### src/design/qf_pkg.sv
// qf_pkg: widths, queue item type and saturation bounds for the quadratic fit unit.
// No dependencies.
package qf_pkg;

  localparam int unsigned NA_W   = 35;
  localparam int unsigned NB_W   = 51;
  localparam int unsigned NC_W   = 64;
  localparam int unsigned DEN_W  = 51;
  localparam int unsigned NUM_W  = 64;
  localparam int unsigned Q_W    = 32;
  localparam int unsigned QDEPTH = 2;
  localparam int unsigned PTR_W  = 1;

  localparam int unsigned SH_A = 24;
  localparam int unsigned SH_B = 16;
  localparam int unsigned SH_C = 8;

  localparam logic [Q_W:0] QPOS = {2'b00, {(Q_W-1){1'b1}}};
  localparam logic [Q_W:0] QNEG = {2'b01, {(Q_W-1){1'b0}}};

  typedef struct packed {
    logic [NA_W-1:0]  na;
    logic [NB_W-1:0]  nb;
    logic [NC_W-1:0]  nc;
    logic [DEN_W-1:0] den;
    logic             sing;
  } qf_item_t;

endpackage

### src/design/qf_queue.sv
// qf_queue: short FIFO between the front pipeline and the divider lanes.
// Depends on qf_pkg.
module qf_queue (
  input  logic             clk_i,
  input  logic             rst_ni,
  input  logic             push_i,
  input  qf_pkg::qf_item_t item_i,
  output logic             valid_o,
  output qf_pkg::qf_item_t item_o
);
  import qf_pkg::*;

  qf_item_t         mem_q [QDEPTH];
  qf_item_t         item_q;
  logic [PTR_W-1:0] wr_q, rd_q;
  logic [PTR_W:0]   cnt_q;
  logic             vld_q;
  logic             pop;

  assign pop = (cnt_q != '0);

  always_ff @(posedge clk_i or negedge rst_ni) begin
    if (!rst_ni) begin
      wr_q  <= '0;
      rd_q  <= '0;
      cnt_q <= '0;
      vld_q <= 1'b0;
    end else begin
      vld_q <= pop;
      if (push_i) begin
        wr_q <= wr_q + 1'b1;
      end
      if (pop) begin
        rd_q <= rd_q + 1'b1;
      end
      cnt_q <= cnt_q + (PTR_W+1)'(push_i) - (PTR_W+1)'(pop);
    end
  end

  always_ff @(posedge clk_i) begin
    if (push_i) begin
      mem_q[wr_q] <= item_i;
    end
    if (pop) begin
      item_q <= mem_q[rd_q];
    end
  end

  assign valid_o = vld_q;
  assign item_o  = item_q;

  a_no_overflow: assert property (@(posedge clk_i) disable iff (!rst_ni)
    !(push_i && !pop && (cnt_q == (PTR_W+1)'(QDEPTH))))
    else $error("queue transfer into full queue");

endmodule

### config.mk
export PLATFORM = sky130hd
export DESIGN_NAME = qf_queue
export DESIGN_NICKNAME = d
export VERILOG_FILES = /design/src/design/qf_pkg.sv /design/src/design/qf_queue.sv
export SDC_FILE = /design/constraint.sdc
export NUM_CORES = 1
export LEC_CHECK = 0
export ABC_AREA = 1
export BUFFER_PORTS_ARGS = -buffer_cell sky130_fd_sc_hd__buf_2
export CORE_MARGIN = 5
export CORE_UTILIZATION = 50
export CTS_CLUSTER_SIZE = 8
export DETAILED_ROUTE_END_ITERATION = 16
export GPL_ROUTABILITY_DRIVEN = 1
export PLACE_DENSITY = 0.72
export SETUP_SLACK_MARGIN = 0.05
export SYNTH_ARGS = -nofsm -noshare
export SYNTH_HDL_FRONTEND = slang
export SYNTH_SLANG_ARGS = --single-unit
### constraint.sdc
create_clock -name clk_i -period 12.86 [get_ports clk_i]
set_input_delay 1.929 -clock clk_i [delete_from_list [all_inputs] [get_ports clk_i]]
set_output_delay 1.929 -clock clk_i [all_outputs]
set_load 0.02 [all_outputs]
==> impl_metrics.toml, run 1 <==
[logic_synthesis]
synth_top_family_by_area = "simple AND/OR/NAND/NOR gates"
muxShareOfSynthArea_pct = 0
syn_area_mm2 = 0.0210
synth_area_leader_cell = "edfxtp_1"
synth_fa_ha_area_share_pct = 0.0595
netlist.area_leader.share_pct = 86.5
synth_compound_area_share_pct = 0.0238
synthCells = 1280
syn_area_per_cell_um2 = 16.4
ys_warn_count = 0
synthSimpleGateAreaFrac_pct = 11.0
syn-num-nets = 1486
ys_ff_latch = 611
synth-xor-area-share_pct = 0.0416
seq_area_frac_synth_pct = 87.1
yosysUniqueCellTypes = 13
synthTopCellsByArea = "edfxtp_1 86%, nand2_1 11%, buf_6 1.0%"

[pwr]
p_sw_w = 0.00132
p_seq_share_pct = 51.3
p_int_w = 0.00399
p_per_area_mw_per_mm2 = 206
sw_frac_of_total_pct = 24.8
vdd_drop_max_mv = 0.150
combPwrFrac_pct = 12.0
p_leak_nw = 10.5
pwr-share-clk_pct = 36.6

[die]
core_area_mm2 = 0.0418
fp.dieH_um = 215
initial_core_util_pct = 50.4
die_w_um = 215
dieArea_mm2 = 0.0463
num_rows = 75
ioPinCount = 408

[clock_network]
clock_path_buffers = 3
htree_levels = 3
cts-root-buf = "clkbuf_16"
worstSkewPairLatency_ps = 600
cts_inserted_buffers = 86
cts-resized-gates = 0
cts_tree = "done"
clkTransAtPathRegs_ps = 50
postCtsSetupBuffers = 0
clkSinkCount = 611
ctsHoldBuffers = 0

[worst_hold_path]
hold_class = "register to register"

[status]
status = "complete, no violations"

[cells_and_area]
fin_area_mm2 = 0.0258
utilization_pct = 61.7
nNetsFinal = 1944
syn_to_final_growth_pct = 22.5
finalNonFillerCells = 2303
final_layout_size_suffix_gt1_share_pct = 29.2
final_cell_mix = "612 x nand2_1, 606 x edfxtp_1, 407 x buf_2, 87 x clkbuf_16, 16 x clkbuf_1"
final_common_cell = "nand2_1"

[timing]
period_share_pct = 30.1
worst_pin_slew_ps = 1060
report.final.slew_viol_count = 0
fin_skew_ps = 15.2
fmax_ghz = 0.258
period_minus_slack_ps = 3870
setup_tns_ps = 0
finalHoldViolCount = 0
max_slew_margin_pct = 29.6
setup_viol = 0
rsz0062_at_grt = "no"

[critical_path]
crit_slowest_cell = "buf_4"
arrival_ps = 4070
path_max_fanout = 72
startpoint_type = "primary input"
cp.required_ps = 13060
end_kind = "register"
cp_top_family = "buffers and inverters"
worstPathCellList = "buf_2 > inv_1 > nor2_4 > buf_4 > buf_4"
worst-path-buf-inv = 4
cpPeakStageDelay_ps = 880
worstSetupPathType = "primary input to register"
cp_common_cell = "buf_4"

[drt]
antenna_left = 0
drcViolationCount = 0
vias = 11500
finalWirelength_mm = 43.9
drt_pass1_iterations = 5
wl_per_cell_um = 19.1
vias_per_cell = 5.01
drt_iter0_markers = 1137

[global_route]
met2_usage_pct = 30.3
busiest_layer = "met2"
grt_util_met3_pct = 6.42
antenna_found_initial = 15
grt_max_degree = 132
overflow = 0
grt_first_pass_wirelength_mm = 67.3
track_usage_pct = 18.8
first_global_vias = 11900
use_met1_pct = 24.1

[placement]
io_buffers = 407
place.gp.congestion = 0.787
hpwl_mm = 26.8
dp.cells = 2189
placed_area_mm2 = 0.0235

[job]
drv_cap = 0
through the flow:
stage | total power, W | hold WS (ps) | worst slack, ps
6_report | 0.00531 | 501 | 8990
5_1_grt | 0.00556 | 515 | 8860
4_1_cts | 0.00538 | 499 | 8990
3_5_place_dp | 0.00342 | 494 | 8360
3_3_place_gp | 0.00339 | 487 | 8380
2_1_floorplan | 0.00323 | 463 | 1680
cell type report:
cell class | instances | area, um^2
Clock buffer | 103 | 2240
Sequential cell | 611 | 18300
Clock inverter | 6 | 48.8
Timing Repair Buffer | 415 | 2100
Fill cell | 2955 | 16000
Multi-Input combinational cell | 619 | 2350
Antenna cell | 5 | 12.5
Inverter | 5 | 38.8
Tap cell | 539 | 674
flip-flops by register name, indices dropped and copies added, names as in the netlist:
| name | flops |
|---|---|
| cnt_q | 2 |
| item_o | 202 |
| mem_q | 404 |
| rd_q | 1 |
| valid_o | 1 |
| wr_q | 1 |
synthesized netlist by cell type, drive strengths merged:
master and instances:
edfxtp 606, o21ai 1, buf 45, ha 1
nor2 3, nand2 612, nand3b 1, dfrtp 5
xor2 1, inv 5
power groups by stage:
stage	Clock, W	Sequential, W	Combinational (W)
floorplan	0	0.00293	0.000294
global placement	0	0.00275	0.000635
detailed placement	0	0.00276	0.000655
CTS	0.00199	0.00273	0.000656
global route	0.00210	0.00275	0.000710
finish	0.00194	0.00273	0.000640
per-layer routing:
metal | routed length, um | share of wire [%]
met4 | 1120 | 2.6
met2 | 21000 | 48
met3 | 4260 | 9.7
met1 | 17400 | 40
met5 | 120 | 0.27
worst reg2reg max path: stages, from the launching register on:
cell,delay [ps]
dfrtp_1,430
nor2_4,390
buf_4,590
buf_4,920
final timing paths:
path / end / cells after the start / from / slack [ps]
setup reg to reg: mem_q[0][77] / 3 / wr_q / 10080
min in group asynchronous: wr_q / 1 / rst_ni / 1160
hold reg to reg: item_o[71] / 2 / mem_q[0][71] / 500
max in group asynchronous: rd_q / 1 / rst_ni / 11540
setup / recovery: mem_q[0][77] / 5 / push_i / 8990
hold / removal: item_o[71] / 2 / mem_q[0][71] / 500
kinds of logic after synthesis:
family | after synthesis
flip-flops | 611
AO/OA/AOI/OAI | 1
AND/OR/NAND/NOR | 616
XOR/XNOR | 1
adder cells (fa/ha/maj) | 1
buffers and inverters | 50
Power figures use the tool's default switching activity.
==> inputs of run 2 (changes only) <==
ABC_AREA = 0   (was 1)
PLACE_DENSITY = 0.75   (was 0.72)
clock period = 3.3 ns   (was 12.86 ns; I/O delays follow)
==> run 2 against run 1 <==
  * Design area is 3.6% higher
  * Global-route usage down 2.1 points
  * Power increased to 4.5 times the previous value
  * First-iteration DRC count shrank 48%
  * Die area grew 2.3%
  * Clock power grew to 3.9 times the previous value
  * Synthesized cell count decreased by 34%
  * Largest power group unchanged
==> impl_metrics.toml, run 2 <==
[clock_network]
ctsHoldBuffers = 1
clock_path_buffers = 3
cts-resized-gates = 0
cts_inserted_buffers = 86
cts_tree = "done"
clkSinkCount = 611
clkTransAtPathRegs_ps = 50
postCtsSetupBuffers = 0
worstSkewPairLatency_ps = 590
htree_levels = 3
cts-root-buf = "clkbuf_16"

[drt]
wl_met1_mm = 15.1
top_layer_used = "met5"
vias = 9646
wl_per_cell_um = 20.9
drt_iter0_markers = 590
drt_pass1_iterations = 4
drcViolationCount = 0
wl_met3_mm = 3.82
finalWirelength_mm = 40.6
met2_length_mm = 20.4
vias_per_cell = 4.96
antenna_left = 0

[logic_synthesis]
synth_edf_count = 606
ys_ff_latch = 611
syn_area_per_cell_um2 = 25.5
yosysUniqueCellTypes = 14
async_reset_ff_share_pct = 0.818
synthCells = 845
ys.flop_type = "edfxtp_1"
syn-num-nets = 1051
yosys.cell_count.top_type = "edfxtp_1"
ys_warn_count = 0
synthTopCellsByArea = "edfxtp_1 84%, mux2_4 12%, mux2_2 1.7%"
netlist.area_leader.share_pct = 84.5
synth_area_leader_cell = "edfxtp_1"
synthTopCellsByCount = "606 x edfxtp_1, 170 x mux2_4, 32 x mux2_2"
syn_area_mm2 = 0.0215
seq_area_frac_synth_pct = 85.0

[timing]
period_share_pct = 58.1
finalHoldViolCount = 0
setup_tns_ps = 0
worst_pin_slew_ps = 805
worst_slack_ps = 1380
period_minus_slack_ps = 1920
setup_viol = 0
rsz0062_at_grt = "no"
report.final.slew_viol_count = 0
max_slew_margin_pct = 46.4
fin_skew_ps = 16.7
fmax_ghz = 0.521

[critical_path]
startpoint_type = "register"
cp.required_ps = 3630
reg2reg_to = "item_o[169]"
rr_worst_depth = 3
end_kind = "register"
path_max_fanout = 38
arrival_ps = 2240
worstSetupPathType = "register to register"
r2r_start = "rd_q"
r2r_slack_ps = 1380

[cells_and_area]
final_cell_mix = "606 x edfxtp_1, 407 x buf_2, 170 x mux2_4, 88 x clkbuf_16, 32 x mux2_2"
fin_area_mm2 = 0.0267
nNetsFinal = 1542
regMostFlops = "mem_q"
final_common_cell = "edfxtp_1"
largest_register_ff_count = 404
finalNonFillerCells = 1946
syn_to_final_growth_pct = 24.0
final_layout_size_suffix_gt1_share_pct = 53.4

[die]
die_w_um = 218
core_area_mm2 = 0.0429
ioPinCount = 408
num_rows = 76
dieArea_mm2 = 0.0473
fp.dieH_um = 218
initial_core_util_pct = 50.2

[placement]
dp_slack_ps = 1360
hpwl_mm = 25.2
place.gp.congestion = 0.752
dp.cells = 1832
io_buffers = 407
placed_area_mm2 = 0.0244

[pwr]
p_per_area_mw_per_mm2 = 892
p_leak_nw = 10.3
p_total_w = 0.0238
vdd_drop_max_mv = 0.639

[job]
drv_cap = 0

[worst_hold_path]
hold_start = "item_i[54]"
holdPathStages = 1
hold-path-endpoint = "mem_q[0][54]"
hold_class = "primary input to register"

[status]
status = "complete, no violations"

[global_route]
track_usage_pct = 16.7
grt_first_pass_wirelength_mm = 60.1
antenna_found_initial = 13
overflow = 0
first_global_vias = 10500
grt_max_degree = 122
run 2: final cells by class:
type                    instances  area, um^2
clock buffers                 103        2270
well taps                     585         732
fillers                      2887       16200
diodes                          5        12.5
multi-input cells             211        2990
repair buffers                426        2340
flip-flops and latches        611       18300
clock inverters                 5        46.3
run 2: stage by stage:
stage | util (%) | hold slack (ps)
2_1_floorplan | - | 199
3_3_place_gp | 56.9 | 320
3_5_place_dp | 56.9 | 329
4_1_cts | 62.3 | 52.6
5_1_grt | 62.3 | 61.8
6_report | 62.3 | 96.5
run 2: worst max-delay path, stage by stage, from the launching register on:
cell and delay (ps):
dfrtp_4 720, buf_12 340, buf_4 250, mux2_4 310
run 2: power by group:
part / total (W) / switching, W / internal, W
combinational: 0.00505 / 0.00269 / 0.00236
sequential: 0.0112 / 0.000504 / 0.0107
clock: 0.00764 / 0.00290 / 0.00474
total: 0.0238 / 0.00609 / 0.0177
run 2: per-layer routing:
layer	up-vias	track usage, %
met5	-	0
met4	14	6.93
met3	90	6.41
met2	378	27.2
met1	4795	20.1
li1	4369	-
run 2: kinds of logic after synthesis:
logic type               count (synthesis)  synth area share, %
adder cells (fa/ha/maj)                  1               0.0581
buffers and inverters                   23                 1.13
AND/OR/NAND/NOR                          5                0.134
flip-flops                             611                 85.0
XOR/XNOR                                 3                0.122
multiplexers                           202                 13.5
run 2: worst max path at each step:
stage,startpoint,end,depth (start not counted)
2_1_floorplan,push_i,mem_q[0][0],1
3_3_place_gp,rd_q,item_o[161],3
3_5_place_dp,rd_q,item_o[71],3
4_1_cts,rd_q,item_o[167],3
5_1_grt,rd_q,item_o[161],3
6_report,rd_q,item_o[169],3
